==> src/design/sem_pkg.sv <==
`timescale 1ns / 1ps
// Shared types and constants for the Sobel edge magnitude block.
// No dependencies.
package sem_pkg;
    localparam int MaxWidth  = 2048;
    localparam int MaxHeight = 2048;
    localparam int ColW      = $clog2(MaxWidth);
    localparam int PosW      = 12;
    localparam int CfgW      = 12;

    localparam logic [0:0] CfgFrameWidth  = 1'b0;
    localparam logic [0:0] CfgFrameHeight = 1'b1;

    typedef enum logic [2:0] {
        ST_IDLE,
        ST_READ,
        ST_SHIFT,
        ST_SQRT,
        ST_OUT
    } state_t;

    typedef struct packed {
        logic load_item;
        logic shift_win;
        logic sqrt_start;
        logic restart;
    } cmd_t;

    typedef struct packed {
        logic drop_item;
        logic emit;
        logic sqrt_done;
    } status_t;
endpackage

==> src/design/sem_ctrl.sv <==
`timescale 1ns / 1ps
// Controller: sequences one word through read, window shift, root and output; a word may end after read or shift.
// Depends on sem_pkg.
module sem_ctrl
(
    input  logic              clk,
    input  logic              rst_n,
    input  logic              in_fire,
    input  logic              out_fire,
    input  sem_pkg::status_t  status,
    output sem_pkg::cmd_t     cmd,
    output logic              in_busy,
    output logic              out_full
);
    sem_pkg::state_t state_reg, state_next;

    always_ff @(posedge clk or negedge rst_n)
    begin
        if (!rst_n)
        begin
            state_reg <= sem_pkg::ST_IDLE;
        end
        else
        begin
            state_reg <= state_next;
        end
    end

    always_comb
    begin
        state_next     = state_reg;
        cmd            = '0;
        in_busy        = 1'b1;
        out_full       = 1'b0;
        unique case (state_reg)
            sem_pkg::ST_IDLE:
            begin
                in_busy = 1'b0;
                if (in_fire)
                begin
                    cmd.load_item = 1'b1;
                    state_next    = sem_pkg::ST_READ;
                end
            end
            sem_pkg::ST_READ:
            begin
                if (status.drop_item)
                begin
                    state_next = sem_pkg::ST_IDLE;
                end
                else
                begin
                    state_next = sem_pkg::ST_SHIFT;
                end
            end
            sem_pkg::ST_SHIFT:
            begin
                cmd.shift_win = 1'b1;
                if (status.emit)
                begin
                    cmd.sqrt_start = 1'b1;
                    state_next     = sem_pkg::ST_SQRT;
                end
                else
                begin
                    state_next = sem_pkg::ST_IDLE;
                end
            end
            sem_pkg::ST_SQRT:
            begin
                if (status.sqrt_done)
                begin
                    state_next = sem_pkg::ST_OUT;
                end
            end
            sem_pkg::ST_OUT:
            begin
                out_full = 1'b1;
                if (out_fire)
                begin
                    cmd.restart = 1'b1;
                    state_next  = sem_pkg::ST_IDLE;
                end
            end
            default:
            begin
                state_next = sem_pkg::ST_IDLE;
            end
        endcase
    end
endmodule

==> config.mk <==
export PLATFORM = sky130hd
export DESIGN_NAME = sem_ctrl
export DESIGN_NICKNAME = d
export VERILOG_FILES = /design/src/design/sem_pkg.sv /design/src/design/sem_ctrl.sv
export SDC_FILE = /design/constraint.sdc
export NUM_CORES = 1
export LEC_CHECK = 0
export BUFFER_PORTS_ARGS = -buffer_cell sky130_fd_sc_hd__buf_2
export CAP_MARGIN = 20
export CORE_AREA = 2 2 39 41
export DETAILED_ROUTE_END_ITERATION = 10
export DIE_AREA = 0 0 41 43
export PLACE_DENSITY_LB_ADDON = 0.15
export SYNTH_ARGS = -nofsm -noshare
export SYNTH_HDL_FRONTEND = slang
export SYNTH_SLANG_ARGS = --single-unit
==> constraint.sdc <==
create_clock -name clk -period 1.4 [get_ports clk]
set_input_delay 0 -clock clk [delete_from_list [all_inputs] [get_ports clk]]
set_output_delay 0 -clock clk [all_outputs]
set_load 0.01 [all_outputs]
==> impl_metrics.csv, run 1 <==
group,metric,value,unit
synthesis,synth_warnings,0,
synthesis,synth_nets,30,
timing,hold_viol_final,0,
global_route,grt.overflow.total,0,
global_route,grt_start_max_net_pins,9,
global_route,grt_use_total,0.0816,
floorplanning,die_area,0.00176,mm^2
worst_hold_path,holdPathStages,3,
timing,fmax,762,MHz
clock_tree,htree_levels,1,
routing,dr.pass1.iters,1,
placement,pre_cts_ws,0.333,ns
floorplanning,die_y,43,um
clock_tree,cts_setup_buffers,0,
synthesis,syn_area,199,um^2
clock_tree,clk_pin_slew_worst_paths,0.04,ns
worst_setup_path,start_kind,"register",
synthesis,synth_cell_type_count,16,
timing,finalSetupViolCount,0,
placement,port_buffers,12,
synthesis,yosysSeqAreaShare,0.377,
clock_tree,hold_buffers,2,
synthesis,synth_seq_cells,3,
final_layout,synthToLayoutAreaGrowth,57.9,%
power,ir_worst_vdd,0.000405,V
worst_hold_path,hold_path.class,"input pin to register",
placement,gp_congestion,0.712,
timing,setup_ws,0.0871,ns
routing,wirelength,531,um
floorplanning,rows,14,
synthesis,synth.avg_cell_area,8.65,um^2
routing,vias,218,
final_layout,drive_above_1_share,0.425,
synthesis,syn_inst,23,
floorplanning,pin_count,13,
clock_tree,root_buffer,"clkbuf_4",
routing,drt_iter0_markers,0,
routing,antenna_left,0,
clock_tree,cts_num_sinks,3,
global_route,grt_pass1_vias,207,
clock_tree,post_cts_resized,0,
timing,finalSetupTns,0,ns
global_route,grt_pass1_wl,814,um
routing,vias_per_cell,3.89,
power,leakage,0.000175,uW
power,fin_total_pwr,611,uW
clock_tree,cts_tree,"built",
worst_setup_path,worstPathArrival,1.31,ns
timing,rsz0062_at_grt,"no",
global_route,grt_antenna_before_repair,0,
worst_setup_path,required,1.40,ns
clock_tree,clock_latency,0.24,ns
worst_setup_path,cp-end-kind,"output pin",
timing,fin_skew,0.00152,ns
floorplanning,initial_core_util,0.144,
timing,tightest_slew,0.249,ns
run_status,outcome,"complete, no violations",
floorplanning,die-width,41,um
timing,fin_crit_sh,0.938,
clock_tree,clockBufferDepth,2,
placement,dp_hpwl,375,um
routing,wl_per_cell,9.48,um
timing,drv_slew,0,
clock_tree,numCtsBuffers,3,
final_layout,diodes,0,
timing,finalCriticalPeriod,1.31,ns
routing,drc,0,
worst_setup_path,rr_worst_depth,3,
timing,max-slew-margin-rel,0.834,
final_layout,largest_reg_flops,3,
flow_run,drv_cap,0,
power,p_per_area,1950,mW/mm^2
floorplanning,core,0.00138,mm^2
worst_setup_path,path_class,"register to output pin",
final_layout,nNetsFinal,48,
worst_setup_path,path_max_fanout,8,
## worst paths after layout
| check | startpoint | to | slack (ns) |
|---|---|---|---|
| setup / recovery | state_reg[0] | cmd[3] | 0.09 |
| hold / removal | status[0] | state_reg[2] | 0.04 |
| setup reg to reg | state_reg[1] | state_reg[0] | 0.44 |
| hold reg to reg | state_reg[2] | state_reg[0] | 0.54 |
| max in group asynchronous | rst_n | state_reg[1] | 1.21 |
| min in group asynchronous | rst_n | state_reg[0] | 0.08 |
## Yosys cell counts, drive strengths merged
master  n  area (um^2)
a211oi  2         15.0
a21oi   1         5.00
and2    1         6.26
and3    1         6.26
buf     1         11.3
dfrtp   3         75.1
inv     2         7.51
nand2   2         7.51
nand2b  2         12.5
nor2    3         13.8
nor2b   1         6.26
nor3    1         5.00
o211a   1         10.0
o22ai   1         6.26
or3     1         11.3
## worst max-delay path, cell delays in order (launching register included)
cell and delay, ns:
dfrtp_1 0.46, or3_4 0.42, nor2_2 0.07, buf_2 0.12
## area by class of cell
class / count / area, um^2
Clock buffer: 4 / 26.3
Fill cell: 165 / 1070
Timing Repair Buffer: 14 / 80.1
Sequential cell: 3 / 75.1
Multi-Input combinational cell: 17 / 105
Inverter: 2 / 7.51
Tap cell: 16 / 20.0
## power breakdown
group	switching [uW]	internal (uW)
combinational	121	134
clock	52.2	107
sequential	71.9	124
## cell usage in the layout (no fill, tap or decap), types with 2 or more instances in the layout
cell	count
inv_1	2
nand2_1	2
dlygate4sd3_1	2
a211oi_1	2
clkbuf_4	3
nand2b_1	2
nor2_1	2
buf_2	12
dfrtp_1	3
## kinds of logic (layout without fill, tap and decap cells)
group,count (synthesis),in the layout,share of synthesized area
simple gates,12,12,0.346
buf+inv,3,20,0.0943
flops,3,3,0.377
compound gates,5,5,0.182
## routing by layer
| metal | vias up | share of wire | GRT usage |
|---|---|---|---|
| met1 | 97 | 0.42 | 0.0779 |
| met3 | 2 | 0.047 | 0.0314 |
| met2 | 8 | 0.49 | 0.0938 |
| met4 | 0 | 0.036 | 0.140 |
| met5 | - | 0 | 0 |
| li1 | 111 | - | - |
## stage by stage
stage	std cells	instance area (um^2)	utilization	hold slack (ns)
finish	56	314	0.227	0.0411
global route	56	314	0.227	0.0347
CTS	56	314	0.227	0.0383
detailed placement	50	268	0.193	-0.204
global placement	50	268	0.193	-0.204
floorplan	23	199	-	-0.296
Note: power is estimated with default switching activity, not from simulation.
==> run 2, diff against run 1 <==
- CELL_PAD_IN_SITES_DETAIL_PLACEMENT: not set -> 1
- CELL_PAD_IN_SITES_GLOBAL_PLACEMENT: not set -> 2
==> impl_metrics.csv, run 2 (synthesis gave the netlist of run 1 again) <==
group,metric,value,unit
run_status,outcome,"complete, no violations",
final_layout,diodes,0,
placement,port_buffers,12,
worst_hold_path,min_from,"status[0]",
timing,fin_crit_sh,0.932,
clock_tree,cts_tree,"built",
power,pwr-share-clk,0.247,
worst_setup_path,timing.rr.end,"state_reg[2]",
worst_hold_path,holdPathStages,3,
worst_setup_path,worst_path_max_delay_cell,"dfrtp_1",
floorplanning,core,0.00138,mm^2
power,comb_power_share,0.422,
timing,finalSetupViolCount,0,
timing,finalSetupTns,0,ns
routing,antenna_left,0,
power,p_int,365,uW
clock_tree,clock_latency,0.23,ns
global_route,grt_pass1_wl,855,um
routing,wirelength,536,um
worst_setup_path,start_kind,"register",
worst_setup_path,required,1.40,ns
floorplanning,rows,14,
routing,routed.top_layer,"met3",
worst_setup_path,rr_worst_depth,3,
floorplanning,pin_count,13,
power,p_sw,239,uW
timing,holdWs,0.0527,ns
clock_tree,numCtsBuffers,3,
floorplanning,die_area,0.00176,mm^2
worst_hold_path,hold_path.class,"input pin to register",
worst_setup_path,r2r_slack,0.42,ns
clock_tree,post_cts_resized,0,
timing,max-slew-margin-rel,0.829,
final_layout,fillCellCount,178,
routing,drt_iter0_markers,1,
flow_run,drv_cap,0,
timing,tightest_slew,0.256,ns
timing,fin_skew,0.00442,ns
final_layout,final_cell_mix,"12 x buf_2, 3 x clkbuf_4, 3 x dfrtp_1",
worst_setup_path,cp_cell_sequence,"or3_4 > nor2_2 > buf_2",
worst_setup_path,crit_start,"state_reg[0]",
worst_setup_path,worstPathArrival,1.30,ns
final_layout,largest_reg_flops,3,
global_route,grt.overflow.total,0,
worst_setup_path,cp-end-kind,"output pin",
final_layout,mostFrequentLayoutCell,"buf_2",
routing,drc,0,
routing,route.met3.wl,18,um
timing,drv_slew,0,
routing,met1_length,222,um
power,p_per_area,1920,mW/mm^2
power,switching_share,0.396,
final_layout,nNetsFinal,48,
routing,dr.pass1.iters,2,
final_layout,utilization,0.227,
worst_setup_path,path_class,"register to output pin",
floorplanning,die-width,41,um
routing,route.met2.wl,295,um
floorplanning,die_y,43,um
clock_tree,clockBufferDepth,2,
timing,fmax,766,MHz
final_layout,drive_above_1_share,0.425,
placement,dp.cells,50,
final_layout,synthToLayoutAreaGrowth,57.9,%
worst_setup_path,r2r-start,"state_reg[0]",
timing,finalCriticalPeriod,1.30,ns
worst_setup_path,cp_slowest_stage_delay,0.46,ns
global_route,grt_start_max_net_pins,9,
worst_hold_path,min_to,"state_reg[2]",
final_layout,final_cells,56,
routing,vias,228,
placement,gp_congestion,0.665,
timing,rsz0062_at_grt,"no",
global_route,grt_use_total,0.0733,
power,ir_worst_vdd,0.000352,V
clock_tree,clk_pin_slew_worst_paths,0.04,ns
global_route,grt_pass1_vias,232,
timing,hold_viol_final,0,
global_route,grt_antenna_before_repair,0,
clock_tree,cts_num_sinks,3,
power,sequentialPowerShare,0.331,
power,fin_total_pwr,604,uW
worst_setup_path,path_max_fanout,8,
routing,wl_per_cell,9.57,um
routing,vias_per_cell,4.07,
floorplanning,initial_core_util,0.144,
clock_tree,htree_levels,1,
power,leakage,0.000175,uW
clock_tree,root_buffer,"clkbuf_4",
run 2: worst max path at each step:
stage	end
4_1_cts	cmd[3]
6_report	cmd[3]
2_1_floorplan	cmd[3]
5_1_grt	cmd[3]
3_5_place_dp	cmd[3]
3_3_place_gp	cmd[3]
run 2: layout make-up:
class	instances	area, um^2	area share
Inverter	2	7.51	0.0239
Timing Repair Buffer	14	80.1	0.255
Multi-Input combinational cell	17	105	0.335
Sequential cell	3	75.1	0.239
Tap cell	16	20.0	0.0637
Clock buffer	4	26.3	0.0837
run 2: layer usage:
metal / track usage / vias to the layer above
met5: 0 / -
met4: 0.0600 / 0
met3: 0.0157 / 0
met2: 0.116 / 5
met1: 0.0772 / 111
li1: - / 112
run 2: power groups by stage:
stage | Combinational (uW) | Clock [uW] | Sequential, uW
final | 255 | 149 | 200
after global routing | 294 | 165 | 211
after CTS | 263 | 159 | 198
after detailed placement | 257 | 0 | 198
after global placement | 261 | 0 | 198
after floorplan | 227 | 0 | 160
run 2: per-stage QoR:
| step | setup slack [ns] | area (um^2) |
|---|---|---|
| final | 0.0952 | 314 |
| after global routing | 0.0245 | 314 |
| after CTS | 0.0826 | 314 |
| after detailed placement | 0.342 | 268 |
| after global placement | 0.351 | 268 |
| after floorplan | 0.387 | 199 |
run 2: timing repair:
item / 4_1_cts / 5_1_grt
hold buffers: 2 / 0
buffers inserted: 0 / 0
hold endpoints to repair: 4 / 0
run 2: worst max-delay path, delay by kind of cell, from the launching register on:
kind	cells	cell delay [ns]
and+or+nand+nor	2	0.49
DFF	1	0.46
buffers and inverters	1	0.12
==> run 3, diff against run 2 <==
- ABC_AREA: not set -> 1
- CORE_AREA: 2 2 39 41 -> 5 5 42 44
- DIE_AREA: 0 0 41 43 -> 0 0 47 49
==> impl_metrics.csv, run 3 <==
group,metric,value,unit
placement,gp_congestion,0.667,
power,leakage,0.000217,uW
final_layout,synthToLayoutAreaGrowth,58.4,%
worst_setup_path,r2r_slack,0.35,ns
run_status,outcome,"complete, no violations",
synthesis,synth_area_leaders,"dfrtp_1 35%, inv_1 14%, nand3_1 9.2%",
timing,hold_viol_final,0,
worst_setup_path,rr_worst_depth,4,
synthesis,synth_top_area_frac,0.347,
final_layout,fillCellCount,188,
worst_setup_path,cp_slowest_stage_delay,0.42,ns
floorplanning,die_y,49,um
power,ir_worst_vdd,0.000411,V
power,p_per_area,1710,mW/mm^2
routing,vias_per_cell,3.80,
synthesis,synthAdderAreaFrac,0,
synthesis,async_reset_ff_frac,1.00,
worst_setup_path,r2r-start,"state_reg[0]",
timing,fin_skew,0.00131,ns
timing,holdWs,0.0572,ns
timing,finalSetupViolCount,0,
global_route,grt_pass1_vias,277,
worst_setup_path,path_max_fanout,5,
clock_tree,clk_pin_slew_worst_paths,0.04,ns
worst_hold_path,holdPathStages,3,
final_layout,layout.area.seq,75.1,um^2
synthesis,synth.most_common_cell,"inv_1",
floorplanning,rows,14,
synthesis,synth_top_family_by_area,"simple AND/OR/NAND/NOR gates",
timing,fin_crit_sh,0.830,
floorplanning,initial_core_util,0.154,
worst_setup_path,cp_cell_sequence,"nor2_2 > nand2_1 > nor2_1 > buf_2",
clock_tree,clock_latency,0.23,ns
worst_hold_path,min_to,"state_reg[2]",
synthesis,syn_inst,31,
worst_setup_path,worst_path_max_delay_cell,"dfrtp_1",
final_layout,largest_reg_flops,3,
global_route,grt.overflow.total,0,
clock_tree,cts_tree,"built",
routing,drc,0,
routing,vias,247,
final_layout,diodes,0,
synthesis,yosysSeqAreaShare,0.347,
global_route,grt_use_total,0.0677,
worst_setup_path,required,1.40,ns
timing,finalSetupTns,0,ns
floorplanning,pin_count,13,
worst_setup_path,path_class,"register to output pin",
synthesis,syn_area,216,um^2
timing,max-slew-margin-rel,0.851,
timing,finalCriticalPeriod,1.16,ns
clock_tree,numCtsBuffers,3,
synthesis,synth_mux_area_frac,0,
synthesis,synth.avg_cell_area,6.98,um^2
timing,tightest_slew,0.223,ns
timing,drv_slew,0,
placement,port_buffers,12,
synthesis,synth_cell_type_count,12,
final_layout,drive_above_1_share,0.429,
flow_run,drv_cap,0,
final_layout,final_cell_mix,"12 x buf_2, 8 x inv_1, 5 x nand2_1",
synthesis,yosys_most_used_dff,"dfrtp_1",
routing,wirelength,656,um
clock_tree,cts_num_sinks,3,
timing,rsz0062_at_grt,"no",
worst_hold_path,min_from,"status[0]",
worst_hold_path,hold_path.class,"input pin to register",
synthesis,synth_compound_area_frac,0.121,
synthesis,synth_edf_count,0,
global_route,grt_antenna_before_repair,0,
synthesis,synth_nets,38,
clock_tree,htree_levels,1,
final_layout,multi_input_area,108,um^2
worst_setup_path,start_kind,"register",
synthesis,synth_xor_area_frac,0,
synthesis,synth_warnings,0,
global_route,grt_start_max_net_pins,6,
floorplanning,core,0.00140,mm^2
routing,drt_iter0_markers,2,
worst_setup_path,timing.rr.end,"state_reg[0]",
clock_tree,clockBufferDepth,2,
synthesis,synthSimpleGateAreaFrac,0.376,
final_layout,mostFrequentLayoutCell,"buf_2",
routing,antenna_left,0,
synthesis,synth.largest_area_cell,"dfrtp_1",
final_layout,nNetsFinal,57,
worst_setup_path,worstPathArrival,1.16,ns
floorplanning,die_area,0.00230,mm^2
routing,wl_per_cell,10.1,um
worst_setup_path,cp-end-kind,"output pin",
power,fin_total_pwr,587,uW
synthesis,synth_seq_cells,3,
placement,dp_hpwl,561,um
timing,fmax,860,MHz
routing,dr.pass1.iters,2,
floorplanning,die-width,47,um
clock_tree,root_buffer,"clkbuf_4",
global_route,grt_pass1_wl,1120,um
synthesis,synth_commonest_cells,"8 x inv_1, 5 x nand2_1, 4 x nand3_1",
-- run 3: changes by cell type after synthesis, sizes merged, moves of 2 or more --
cell | previous run | this run
inv | 2 | 9
o211ai | 0 | 2
nand2 | 2 | 6
a211oi | 2 | 0
nand2b | 2 | 0
nand3 | 0 | 4
-- run 3: worst max-delay path, delay by kind of cell (launching register included) --
kind,cells,cell delay (ns)
simple gates,3,0.38
buf+inv,1,0.13
flops,1,0.42
-- run 3: worst max-delay path by stage --
stage | startpoint | endpoint | slack (ns) | cells after the start
finish | state_reg[0] | cmd[0] | 0.24 | 4
global route | state_reg[2] | cmd[1] | 0.14 | 4
CTS | state_reg[0] | cmd[0] | 0.22 | 4
detailed placement | state_reg[0] | state_reg[0] | 0.34 | 4
global placement | state_reg[0] | state_reg[0] | 0.35 | 4
floorplan | state_reg[0] | state_reg[0] | 0.44 | 4
-- run 3: repair_timing --
action / 4_1_cts / 5_1_grt
hold endpoints to repair: 4 / 0
setup buffers: 0 / 0
hold buffers: 2 / 0
resized for setup: 0 / 0
-- run 3: cells by family (layout without fill, tap and decap cells) --
| logic type | after synthesis | after routing |
|---|---|---|
| flops | 3 | 3 |
| simple gates | 16 | 16 |
| compound gates | 3 | 3 |
| buf+inv | 9 | 27 |
-- run 3: per-layer routing --
layer  up-vias  global-route usage  share of wire
met5         -                   0              0
met4         0              0.0553              0
met3         0              0.0148          0.070
met2         5               0.102           0.55
met1       111              0.0771           0.38
li1        131                   -              -
-- run 3: layout make-up --
class                      count  area share
clock buffer                   4      0.0766
inverter                       9      0.0985
multi-input combinational     19       0.314
sequential                     3       0.219
tap                           16      0.0584
timing repair buffer          14       0.234
-- run 3: report_power, final --
part / switching [uW] / total, uW / internal [uW]
clock: 42.6 / 149 / 107
sequential: 43.9 / 163 / 119
combinational: 157 / 275 / 118
-- run 3: metrics by stage --
stage | utilization | setup WS, ns | std cells | instance area, um^2
finish | 0.245 | 0.238 | 65 | 343
detailed placement | 0.212 | 0.344 | 59 | 297
CTS | 0.245 | 0.225 | 65 | 343
floorplan | - | 0.440 | 31 | 216
global route | 0.245 | 0.143 | 65 | 343
global placement | 0.212 | 0.350 | 59 | 297
